==> src/hw/rtl/ps2_mouse_cursor_tracker_unit_macros.svh <==
// assertion macros for the ps2 mouse cursor tracker
`ifndef PS2_MOUSE_CURSOR_TRACKER_UNIT_MACROS_SVH
`define PS2_MOUSE_CURSOR_TRACKER_UNIT_MACROS_SVH

// same-cycle implication, checked out of reset
`define PMCT_ASSERT_IMPL(lbl, ante, cons) \
    lbl: assert property (@(posedge clk) disable iff (!rst_n) (ante) |-> (cons)) \
        else $error("ps2 cursor tracker check failed");

// next-cycle implication, checked out of reset
`define PMCT_ASSERT_NEXT(lbl, ante, cons) \
    lbl: assert property (@(posedge clk) disable iff (!rst_n) (ante) |=> (cons)) \
        else $error("ps2 cursor tracker check failed");

`endif

==> src/hw/rtl/ps2mct_pkg.sv <==
// types and constants shared by the ps2 mouse cursor tracker
package ps2mct_pkg;

    localparam logic [7:0]  ACK_BYTE    = 8'hFA;
    localparam logic [7:0]  HDR_OR      = 8'h37;
    localparam logic [7:0]  HDR_MATCH   = 8'h3F;
    localparam int          XSIGN_IDX   = 4;
    localparam int          YSIGN_IDX   = 5;
    localparam int          X_MARGIN    = 9;

    localparam int          CFG_W       = 13;
    localparam int          CURSOR_W    = 12;

    localparam logic [12:0] WIDTH_RST   = 13'd320;
    localparam logic [12:0] HEIGHT_RST  = 13'd200;
    localparam logic [11:0] START_X_RST = 12'd152;
    localparam logic [11:0] START_Y_RST = 12'd78;

    localparam logic [1:0]  REG_WIDTH   = 2'd0;
    localparam logic [1:0]  REG_HEIGHT  = 2'd1;
    localparam logic [1:0]  REG_START_X = 2'd2;
    localparam logic [1:0]  REG_START_Y = 2'd3;

    localparam logic [1:0]  PCODE_ACK    = 2'd0;
    localparam logic [1:0]  PCODE_HEADER = 2'd1;
    localparam logic [1:0]  PCODE_X      = 2'd2;
    localparam logic [1:0]  PCODE_Y      = 2'd3;

    typedef enum logic [3:0] {
        PH_ACK    = 4'b0001,
        PH_HEADER = 4'b0010,
        PH_X      = 4'b0100,
        PH_Y      = 4'b1000
    } phase_t;

    typedef struct packed {
        logic       done;
        logic [2:0] buttons;
        logic [8:0] dx;
        logic [9:0] dy;
        logic [1:0] phase_code;
    } pkt_t;

endpackage

==> src/hw/rtl/ps2mct_decode.sv <==
// packet framing: ack wait, header sync, movement byte collection
module ps2mct_decode
    import ps2mct_pkg::*;
(
    input  logic       clk,
    input  logic       rst_n,
    input  logic       step,
    input  logic [7:0] rx_byte,
    output pkt_t       pkt
);

    phase_t     phase_reg, phase_next;
    logic [7:0] header_reg, header_next;
    logic [7:0] x_reg, x_next;
    logic [2:0] buttons_reg, buttons_next;
    logic [8:0] dy_raw;

    always_comb
    begin
        phase_next   = phase_reg;
        header_next  = header_reg;
        x_next       = x_reg;
        buttons_next = buttons_reg;
        dy_raw       = {header_reg[YSIGN_IDX], rx_byte};
        pkt.done     = 1'b0;
        pkt.dx       = '0;
        pkt.dy       = '0;
        case (phase_reg)
            PH_ACK:
            begin
                if (rx_byte == ACK_BYTE)
                    phase_next = PH_HEADER;
            end
            PH_HEADER:
            begin
                if ((rx_byte | HDR_OR) == HDR_MATCH)
                begin
                    header_next = rx_byte;
                    phase_next  = PH_X;
                end
            end
            PH_X:
            begin
                x_next     = rx_byte;
                phase_next = PH_Y;
            end
            PH_Y:
            begin
                phase_next   = PH_HEADER;
                buttons_next = header_reg[2:0];
                pkt.done     = 1'b1;
                pkt.dx       = {header_reg[XSIGN_IDX], x_reg};
                pkt.dy       = 10'd0 - {dy_raw[8], dy_raw};
            end
            default:
            begin
                phase_next = PH_ACK;
            end
        endcase
        pkt.buttons = buttons_next;
        case (phase_next)
            PH_ACK:    pkt.phase_code = PCODE_ACK;
            PH_HEADER: pkt.phase_code = PCODE_HEADER;
            PH_X:      pkt.phase_code = PCODE_X;
            PH_Y:      pkt.phase_code = PCODE_Y;
            default:   pkt.phase_code = PCODE_ACK;
        endcase
    end

    always_ff @(posedge clk or negedge rst_n)
    begin
        if (!rst_n)
        begin
            phase_reg   <= PH_ACK;
            header_reg  <= '0;
            x_reg       <= '0;
            buttons_reg <= '0;
        end
        else if (step)
        begin
            phase_reg   <= phase_next;
            header_reg  <= header_next;
            x_reg       <= x_next;
            buttons_reg <= buttons_next;
        end
    end

endmodule

==> src/hw/rtl/ps2mct_cursor.sv <==
// cursor position, screen limits and clamping
module ps2mct_cursor
    import ps2mct_pkg::*;
#(
    parameter int COORD_BITS = 12
)
(
    input  logic                  clk,
    input  logic                  rst_n,
    input  logic                  step,
    input  pkt_t                  pkt,
    input  logic                  cfg_wr_en,
    input  logic [1:0]            cfg_index,
    input  logic [CFG_W-1:0]      cfg_data,
    output logic [COORD_BITS-1:0] pos_x,
    output logic [COORD_BITS-1:0] pos_y
);

    localparam int SW = ((COORD_BITS > CFG_W) ? COORD_BITS : CFG_W) + 2;
    localparam logic [COORD_BITS-1:0] POS_X_RST = COORD_BITS'(START_X_RST);
    localparam logic [COORD_BITS-1:0] POS_Y_RST = COORD_BITS'(START_Y_RST);
    localparam logic [SW-1:0] COORD_MAX_EXT =
        {{(SW-COORD_BITS){1'b0}}, {COORD_BITS{1'b1}}};

    logic [CFG_W-1:0]      width_reg;
    logic [CFG_W-1:0]      height_reg;
    logic [COORD_BITS-1:0] pos_x_reg, pos_x_next;
    logic [COORD_BITS-1:0] pos_y_reg, pos_y_next;
    logic [9:0]            dx_ext;
    logic [9:0]            half_x;
    logic [9:0]            half_y;
    logic [SW-1:0]         lim_x;
    logic [SW-1:0]         lim_y;

    function automatic logic [COORD_BITS-1:0] clamp_move(
        input logic [COORD_BITS-1:0] pos,
        input logic [9:0]            half,
        input logic [SW-1:0]         lim
    );
        logic [SW-1:0] sum;
        logic [SW-1:0] hi;
        logic [SW-1:0] res;
        sum = {{(SW-COORD_BITS){1'b0}}, pos} + {{(SW-10){half[9]}}, half};
        if (lim[SW-1])
            hi = '0;
        else if (lim > COORD_MAX_EXT)
            hi = COORD_MAX_EXT;
        else
            hi = lim;
        if (sum[SW-1])
            res = '0;
        else if (sum > hi)
            res = hi;
        else
            res = sum;
        return res[COORD_BITS-1:0];
    endfunction

    always_comb
    begin
        // halving rounds toward zero
        dx_ext = {pkt.dx[8], pkt.dx};
        half_x = 10'($signed(dx_ext + {9'd0, dx_ext[9]}) >>> 1);
        half_y = 10'($signed(pkt.dy + {9'd0, pkt.dy[9]}) >>> 1);
        lim_x  = {{(SW-CFG_W){1'b0}}, width_reg} - SW'(X_MARGIN);
        lim_y  = {{(SW-CFG_W){1'b0}}, height_reg} - SW'(1);
        pos_x_next = pos_x_reg;
        pos_y_next = pos_y_reg;
        if (pkt.done)
        begin
            pos_x_next = clamp_move(pos_x_reg, half_x, lim_x);
            pos_y_next = clamp_move(pos_y_reg, half_y, lim_y);
        end
    end

    assign pos_x = pos_x_next;
    assign pos_y = pos_y_next;

    always_ff @(posedge clk or negedge rst_n)
    begin
        if (!rst_n)
        begin
            width_reg  <= WIDTH_RST;
            height_reg <= HEIGHT_RST;
            pos_x_reg  <= POS_X_RST;
            pos_y_reg  <= POS_Y_RST;
        end
        else if (cfg_wr_en)
        begin
            case (cfg_index)
                REG_WIDTH:   width_reg  <= cfg_data;
                REG_HEIGHT:  height_reg <= cfg_data;
                REG_START_X: pos_x_reg  <= COORD_BITS'(cfg_data[CURSOR_W-1:0]);
                REG_START_Y: pos_y_reg  <= COORD_BITS'(cfg_data[CURSOR_W-1:0]);
                default:     width_reg  <= width_reg;
            endcase
        end
        else if (step)
        begin
            pos_x_reg <= pos_x_next;
            pos_y_reg <= pos_y_next;
        end
    end

endmodule

==> src/hw/rtl/ps2_mouse_cursor_tracker_unit.sv <==
// top level of the ps2 mouse cursor tracker
// usage:
//   in channel (in_valid/in_ready, rx_byte) takes one mouse byte per transaction
//   out channel (out_valid/out_ready) gives one result per byte: packet_done,
//   buttons, delta_x, delta_y, cursor_x, cursor_y, decode_phase
//   config port: cfg_wr_en with cfg_index 0 width, 1 height, 2 start x, 3 start y;
//   writing a start register also moves the cursor there
// path: an input transaction reaches the result through the input register and
//   the result register
// throughput: one byte per cycle while out_ready holds; decode and clamp sit in
//   one pass between the two registers
// reset: waits for the acknowledge byte, cursor at 152,78, screen 320x200
// stall: a held result keeps the result register full; the input register
//   still takes one more byte, then in_ready drops until out_ready returns
module ps2_mouse_cursor_tracker_unit
    import ps2mct_pkg::*;
#(
    parameter int COORD_BITS = 12
)
(
    input  logic                    clk,
    input  logic                    rst_n,
    input  logic                    in_valid,
    output logic                    in_ready,
    input  logic [7:0]              rx_byte,
    output logic                    out_valid,
    input  logic                    out_ready,
    output logic                    packet_done,
    output logic [2:0]              buttons,
    output logic signed [8:0]       delta_x,
    output logic signed [9:0]       delta_y,
    output logic [CURSOR_W-1:0]     cursor_x,
    output logic [CURSOR_W-1:0]     cursor_y,
    output logic [1:0]              decode_phase,
    input  logic                    cfg_wr_en,
    input  logic [1:0]              cfg_index,
    input  logic [CFG_W-1:0]        cfg_data
);

`include "ps2_mouse_cursor_tracker_unit_macros.svh"

    logic                     s1_valid_reg, s1_valid_next;
    logic [7:0]               s1_byte_reg;
    logic                     out_valid_reg, out_valid_next;
    logic                     packet_done_reg;
    logic [2:0]               buttons_reg;
    logic [8:0]               delta_x_reg;
    logic [9:0]               delta_y_reg;
    logic [CURSOR_W-1:0]      cursor_x_reg;
    logic [CURSOR_W-1:0]      cursor_y_reg;
    logic [1:0]               phase_reg;
    logic                     step;
    logic                     in_fire;
    pkt_t                     pkt;
    logic [COORD_BITS-1:0]    pos_x;
    logic [COORD_BITS-1:0]    pos_y;
    logic [COORD_BITS+CURSOR_W-1:0] pos_x_ext;
    logic [COORD_BITS+CURSOR_W-1:0] pos_y_ext;

    assign step     = s1_valid_reg && (!out_valid_reg || out_ready);
    assign in_ready = !s1_valid_reg || step;
    assign in_fire  = in_valid && in_ready;

    assign s1_valid_next  = in_fire || (s1_valid_reg && !step);
    assign out_valid_next = step || (out_valid_reg && !out_ready);

    ps2mct_decode u_decode
    (
        .clk     (clk),
        .rst_n   (rst_n),
        .step    (step),
        .rx_byte (s1_byte_reg),
        .pkt     (pkt)
    );

    ps2mct_cursor #(
        .COORD_BITS (COORD_BITS)
    ) u_cursor
    (
        .clk       (clk),
        .rst_n     (rst_n),
        .step      (step),
        .pkt       (pkt),
        .cfg_wr_en (cfg_wr_en),
        .cfg_index (cfg_index),
        .cfg_data  (cfg_data),
        .pos_x     (pos_x),
        .pos_y     (pos_y)
    );

    assign pos_x_ext = {{CURSOR_W{1'b0}}, pos_x};
    assign pos_y_ext = {{CURSOR_W{1'b0}}, pos_y};

    always_ff @(posedge clk or negedge rst_n)
    begin
        if (!rst_n)
        begin
            s1_valid_reg  <= 1'b0;
            out_valid_reg <= 1'b0;
        end
        else
        begin
            s1_valid_reg  <= s1_valid_next;
            out_valid_reg <= out_valid_next;
        end
    end

    always_ff @(posedge clk)
    begin
        if (in_fire)
            s1_byte_reg <= rx_byte;
        if (step)
        begin
            packet_done_reg <= pkt.done;
            buttons_reg     <= pkt.buttons;
            delta_x_reg     <= pkt.dx;
            delta_y_reg     <= pkt.dy;
            cursor_x_reg    <= pos_x_ext[CURSOR_W-1:0];
            cursor_y_reg    <= pos_y_ext[CURSOR_W-1:0];
            phase_reg       <= pkt.phase_code;
        end
    end

    assign out_valid    = out_valid_reg;
    assign packet_done  = packet_done_reg;
    assign buttons      = buttons_reg;
    assign delta_x      = $signed(delta_x_reg);
    assign delta_y      = $signed(delta_y_reg);
    assign cursor_x     = cursor_x_reg;
    assign cursor_y     = cursor_y_reg;
    assign decode_phase = phase_reg;

    `PMCT_ASSERT_IMPL(a_done_resyncs, out_valid_reg && packet_done_reg, phase_reg == PCODE_HEADER)
    `PMCT_ASSERT_IMPL(a_idle_no_delta, out_valid_reg && !packet_done_reg, delta_x_reg == '0 && delta_y_reg == '0)
    `PMCT_ASSERT_IMPL(a_backpressure, !in_ready, s1_valid_reg && out_valid_reg && !out_ready)
    `PMCT_ASSERT_NEXT(a_input_lands, in_fire, s1_valid_reg)

endmodule

==> config.mk <==
export PLATFORM = sky130hd
export DESIGN_NAME = ps2_mouse_cursor_tracker_unit
export DESIGN_NICKNAME = d
export VERILOG_FILES = /design/src/hw/rtl/ps2mct_pkg.sv /design/src/hw/rtl/ps2mct_decode.sv /design/src/hw/rtl/ps2mct_cursor.sv /design/src/hw/rtl/ps2_mouse_cursor_tracker_unit.sv
export VERILOG_INCLUDE_DIRS = /design/src /design/src/hw/rtl
export SDC_FILE = /design/constraint.sdc
export NUM_CORES = 1
export LEC_CHECK = 0
export BUFFER_PORTS_ARGS = -buffer_cell sky130_fd_sc_hd__clkbuf_2
export CAP_MARGIN = 25
export CORE_MARGIN = 1.5
export CORE_UTILIZATION = 30
export CTS_CLUSTER_SIZE = 40
export DETAILED_ROUTE_END_ITERATION = 12
export HOLD_SLACK_MARGIN = 0.12
export PLACE_DENSITY = 0.56
export SYNTH_ARGS = -nofsm -noshare
export SYNTH_HDL_FRONTEND = slang
export SYNTH_SLANG_ARGS = --single-unit
==> constraint.sdc <==
create_clock -name clk -period 6.2 [get_ports clk]
set_input_delay 0.93 -clock clk [delete_from_list [all_inputs] [get_ports clk]]
set_output_delay 0.93 -clock clk [all_outputs]
set_load 0.02 [all_outputs]
==> results of run 1 <==
where the power goes:
group	internal (mW)	switching, mW	total [mW]
registers	1.03	0.123	1.15
logic	0.343	0.492	0.835
clock network	0.591	0.391	0.982
cells by family after synthesis:
kind of cell / count (synthesis) / synth area share, %
buffers and inverters: 83 / 3.75
and+or+nand+nor: 316 / 18.8
adders and majority gates: 62 / 9.11
muxes: 43 / 5.52
AOI/OAI and AO/OA: 220 / 16.5
xor gates and xnor gates: 56 / 5.65
DFF: 129 / 40.6
other: 1 / 0.0432
path summary, 6_finish.rpt:
kind                                      endpoint  depth (start not counted)
setup / recovery                       cursor_y[3]                         23
hold / removal             u_decode.buttons_reg[1]                          1
setup reg to reg                       cursor_y[3]                         23
hold reg to reg                          out_valid                          1
max in group asynchronous   u_cursor.height_reg[7]                          3
min in group clk                         out_valid                          1
area by class of cell:
| cell class | instances | area (µm²) | area share (%) |
|---|---|---|---|
| Clock buffer | 19 | 433 | 4.26 |
| Sequential cell | 129 | 3530 | 34.7 |
| Tap cell | 384 | 480 | 4.72 |
| Timing Repair Buffer | 96 | 554 | 5.45 |
| Multi-Input combinational cell | 699 | 4860 | 47.8 |
| Inverter | 45 | 169 | 1.66 |
| Clock inverter | 13 | 138 | 1.35 |
repair_timing:
item                       in CTS  in global routing
hold buffers                    0                  0
buffers inserted                0                  0
gates resized for setup         0                 11
setup endpoints to repair       0                 29
stage by stage:
stage / std cells / worst slack (ns)
final: 1385 / 0.408
after global placement: 1349 / 0.366
after floorplan: 911 / 0.0351
after global routing: 1385 / 0.0444
after detailed placement: 1351 / 0.302
after CTS: 1383 / 0.247
routing by layer:
| metal | part of all wire [%] | vias to the layer above | GRT usage (%) |
|---|---|---|---|
| met2 | 48 | 170 | 27.8 |
| met3 | 3.5 | 43 | 2.59 |
| met4 | 2.7 | 0 | 6.20 |
| met1 | 45 | 3448 | 21.7 |
| met5 | 0 | - | 0 |
| li1 | - | 3479 | - |
synth_stat cells (6+ instances only):
cell | count | share of area [%]
nand2b_1 | 18 | 1.3
mux2_2 | 39 | 5.1
dfrtp_1 | 59 | 17
and2_1 | 17 | 1.2
inv_1 | 45 | 1.9
nor2_1 | 47 | 2.0
dfstp_2 | 13 | 3.9
xnor2_1 | 31 | 3.1
a21oi_1 | 45 | 2.6
nor3_1 | 23 | 1.3
nand3b_1 | 16 | 1.4
clkbuf_1 | 31 | 1.3
o31ai_1 | 9 | 0.78
and3_1 | 8 | 0.58
o21a_1 | 12 | 1.0
nor3b_1 | 16 | 1.4
nor4_1 | 10 | 0.72
nor2b_1 | 6 | 0.43
o21ai_0 | 59 | 3.4
xor2_1 | 25 | 2.5
o22ai_1 | 11 | 0.79
or3_1 | 9 | 0.65
a211oi_1 | 8 | 0.69
a21o_1 | 11 | 0.95
nand3_1 | 19 | 1.1
a31oi_1 | 6 | 0.43
nand2_1 | 101 | 4.4
edfxtp_1 | 57 | 20
or2_2 | 6 | 0.43
a22oi_1 | 7 | 0.61
ha_1 | 60 | 8.6
==> impl_metrics.toml, run 1 <==
[critical_path]
crit_path_max_fanout = 21
r2r-start = "s1_byte_reg[0]"
critical_path.cell_chain = "inv_1 -> ha_1 -> xor2_1 -> or4_4 -> or3_4 -> a2111o_1 -> and2_1 -> ha_1 -> a21oi_1 -> o21ai_0 -> a21oi_1 -> nand2_1 -> xnor2_1 -> ha_1 -> nand2_1 -> nor2_1 -> o21ai_0 -> a21oi_1 -> o221ai_1 -> buf_4 -> or2_2 -> o2111ai_2 -> nand2_1"
crit_slowest_cell = "or4_4"
crit_start = "s1_byte_reg[0]"
cp.arrival_ns = 5.94
ff2ff_setup_slack_ns = 0.41
cp_top_family = "simple AND/OR/NAND/NOR gates"
slowest_delay_ns = 0.51
crit_type = "flip-flop to flip-flop"
cp.required_ns = 6.35
worst-path-buf-inv = 2
end_kind = "flip-flop"
start_kind = "flip-flop"

[grt]
overflow = 0
antenna_found_initial = 1
grt_pass1_wl_mm = 38.9
grt_util_all_layers_pct = 16.6
grt_max_degree = 71
grt_pass1_vias = 7003

[place]
dpl-instance-area_um2 = 9530
place_congestion = 0.896
dp_hpwl_mm = 18.1
io_buffers = 78

[layout]
utilization_pct = 35.5
mostFrequentLayoutCells = "nand2_1 (100), clkbuf_2 (77), ha_1 (60), o21ai_0 (58), dfrtp_1 (58)"
num_antenna_cells = 0
fill_cells = 2936
final_common_cell = "nand2_1"
areaGrowthSynthToFinish_pct = 17.1
final_cell_area_um2 = 10200
num-nets-final = 1078
drive_gt1_share_pct = 20.5

[route]
routedWlPerCell_um = 17.7
via_per_inst = 5.16
drtIter0Drc = 500
routed_wl_mm = 24.4
firstDrtPassIters = 5
postRouteAntennaNets = 0
route.detailed.drc = 0
vias = 7140

[clock_tree]
clock_tree.root_cell = "clkbuf_16"
insertion_delay_ns = 0.43
cts_sinks = 129
clkTransAtPathRegs_ns = 0.06
cts_tree = "built"
clockBufferDepth = 2
htreeDepth = 4
cts_buffers = 17

[floorplan]
chipWidth_um = 173
num_rows = 62
fp.dieArea_um2 = 30000
core_um2 = 28600
initial_core_util_pct = 30.3
dieHeight_um = 173
ios = 79

[synth]
yosysUniqueCellTypes = 73
synth_seq_cells = 129
synth_area_um2 = 8680
synthFlopType = "dfrtp_1"
syn_area_per_cell_um2 = 9.54
yosys_warnings = 0
ys_seq_area_share_pct = 40.6
synth-async-reset-ratio_pct = 55.8
synth_edf_count = 57
netlist_instances = 910

[power_and_ir_drop]
leakage_nw = 4.38
power.density_nw_per_um2 = 292
power_mw = 2.97
peakVddDrop_uv = 204

[flow_run]
maxCapViolCount = 0

[sta]
hold_ws_ns = 0.290
setup_viol = 0
relSlewSlack_pct = 44.0
maxSlewViolCount = 0
fmax_ghz = 0.173
rsz0062_at_grt = "no"
worst_pin_slew_ns = 0.833
post-route-min-period_ns = 5.79
hold_viol = 0
finalSetupTns_ns = 0
finalCritPeriodShare_pct = 93.4
skew_ns = 0.00985

[hold_path]
min_path_type = "input port to async pin"

[run_status]
status = "finished, final reports clean"
(Power assumes the default switching activity.)
==> run 2, diff against run 1 <==
Settings changed: CELL_PAD_IN_SITES_DETAIL_PLACEMENT from default to 1, CELL_PAD_IN_SITES_GLOBAL_PLACEMENT from default to 1, CORE_UTILIZATION 30 to 35, PLACE_DENSITY 0.56 to 0.74.
==> run 2 against run 1 <==
  * Sequential power about the same
  * Critical endpoint is now cursor_x[1]
  * First-iteration DRC count down 21%
  * Global-route usage up 4.2 points
  * Utilization up 6.1 points
  * Largest cell class unchanged
==> impl_metrics.toml, run 2 (synthesized netlist as in run 1, its figures left out) <==
[grt]
grt_max_degree = 73
grt_pass1_wl_mm = 41.5
overflow = 0
antenna_found_initial = 1
grt_pass1_vias = 7397
grt_util_all_layers_pct = 20.8

[floorplan]
core_um2 = 24300
ios = 79
initial_core_util_pct = 35.7
dieHeight_um = 161
chipWidth_um = 161
num_rows = 57
fp.dieArea_um2 = 25800

[critical_path]
worst_r2r_path_depth = 25
crit_slowest_cell = "or4b_4"
slowest_delay_ns = 0.59
r2r-start = "u_decode.phase_reg[1]"
crit_path_max_fanout = 13
critPathMostFrequentCell = "o21ai_0"
crit_type = "flip-flop to flip-flop"
end_kind = "flip-flop"
regToRegEndpoint = "cursor_x[1]"
cp.required_ns = 6.47
ff2ff_setup_slack_ns = 0.29
start_kind = "flip-flop"
cp.arrival_ns = 6.18

[clock_tree]
clockBufferDepth = 2
cts.hold.buffers_added = 0
clkTransAtPathRegs_ns = 0.07
cts_tree = "built"
clock_tree.root_cell = "clkbuf_16"
htreeDepth = 4
cts_buffers = 17
cts_sinks = 129
insertion_delay_ns = 0.43

[place]
dp_hpwl_mm = 19.6
io_buffers = 78
placed_cells = 1285
place_congestion = 0.898
place_ws_ns = 0.177

[power_and_ir_drop]
power.density_nw_per_um2 = 300
p_switching_mw = 1.07
leakage_nw = 4.39
p_int_mw = 1.98
peakVddDrop_uv = 112
seqPwrFrac_pct = 37.9
clock_power_share_pct = 33.6
p_sw_share_pct = 35.0
combPwrFrac_pct = 28.6

[layout]
fill_cells = 2806
final_common_cell = "nand2_1"
areaGrowthSynthToFinish_pct = 16.6
utilization_pct = 41.7
layout.cells.non_filler = 1324
num-nets-final = 1077
mostFrequentLayoutCells = "nand2_1 (101), clkbuf_2 (77), ha_1 (60), o21ai_0 (58), dfrtp_1 (58)"
drive_gt1_share_pct = 20.9
num_antenna_cells = 0

[route]
firstDrtPassIters = 5
routedWlPerCell_um = 20.0
postRouteAntennaNets = 0
drtIter0Drc = 394
vias = 7245
via_per_inst = 5.47
routed_wl_mm = 26.5
route.detailed.drc = 0

[sta]
finalCritPeriodShare_pct = 95.3
finalSetupTns_ns = 0
setup_slack_ns = 0.290
hold_viol = 0
skew_ns = 0.0122
setup_viol = 0
fmax_ghz = 0.169
post-route-min-period_ns = 5.91
relSlewSlack_pct = 31.4
worst_pin_slew_ns = 1.02
maxSlewViolCount = 0

[run_status]
status = "finished, final reports clean"

[hold_path]
min_path_type = "input port to async pin"

[flow_run]
maxCapViolCount = 0
[run 2: what timing repair did]
| action | CTS | global route |
|---|---|---|
| setup endpoints to repair | 0 | 29 |
| buffers inserted | 0 | 5 |
| endpoints found under the hold margin | 0 | 0 |
| gates resized for setup | 0 | 15 |
[run 2: worst max-delay path, delay by kind of cell, from the launching register on]
kind | cells | cell delay [ns]
XOR/XNOR | 2 | 0.29
flip-flops | 1 | 0.44
buffers and inverters | 2 | 0.30
AO/OA/AOI/OAI | 8 | 1.71
AND/OR/NAND/NOR | 11 | 2.39
adder cells (fa/ha/maj) | 2 | 0.62
[run 2: metal layers]
layer	global-route usage [%]	vias to the layer above	share of wire (%)
met5	0	-	0.049
met4	7.31	2	2.6
met3	3.67	50	3.0
met2	36.2	132	51
met1	25.9	3568	43
li1	-	3493	-
[run 2: cell type report]
cell class / instances / area, µm² / area share [%]
Multi-Input combinational cell: 699 / 4880 / 48.2
Sequential cell: 129 / 3530 / 34.9
Tap cell: 324 / 405 / 4.00
Timing Repair Buffer: 95 / 552 / 5.45
Clock buffer: 18 / 429 / 4.24
Inverter: 45 / 171 / 1.69
Clock inverter: 14 / 158 / 1.56
[run 2: through the flow]
stage	total power [mW]	cell area (µm²)	hold WS, ns
3_3_place_gp	1.98	9400	0.486
4_1_cts	3.04	9990	0.513
2_1_floorplan	1.73	8690	0.456
3_5_place_dp	2.01	9410	0.494
6_report	3.04	10100	0.353
5_1_grt	3.20	10100	0.344
[run 2: worst max-delay path by stage]
| stage | start | end | slack [ns] |
|---|---|---|---|
| after CTS | u_decode.phase_reg[3] | cursor_x[1] | 0.14 |
| after floorplan | u_decode.phase_reg[2] | cursor_x[2] | 0.04 |
| after global placement | u_decode.phase_reg[1] | cursor_x[1] | 0.38 |
| after detailed placement | u_decode.phase_reg[1] | cursor_x[1] | 0.18 |
| after global routing | u_decode.phase_reg[1] | cursor_x[1] | -0.11 |
| final | u_decode.phase_reg[1] | cursor_x[1] | 0.29 |
[run 2: power by group through the flow]
stage	logic (mW)	clock network, mW	registers [mW]
6_report	0.869	1.02	1.15
2_1_floorplan	0.588	0	1.14
5_1_grt	0.965	1.06	1.17
3_5_place_dp	0.845	0	1.16
3_3_place_gp	0.822	0	1.16
4_1_cts	0.852	1.03	1.15
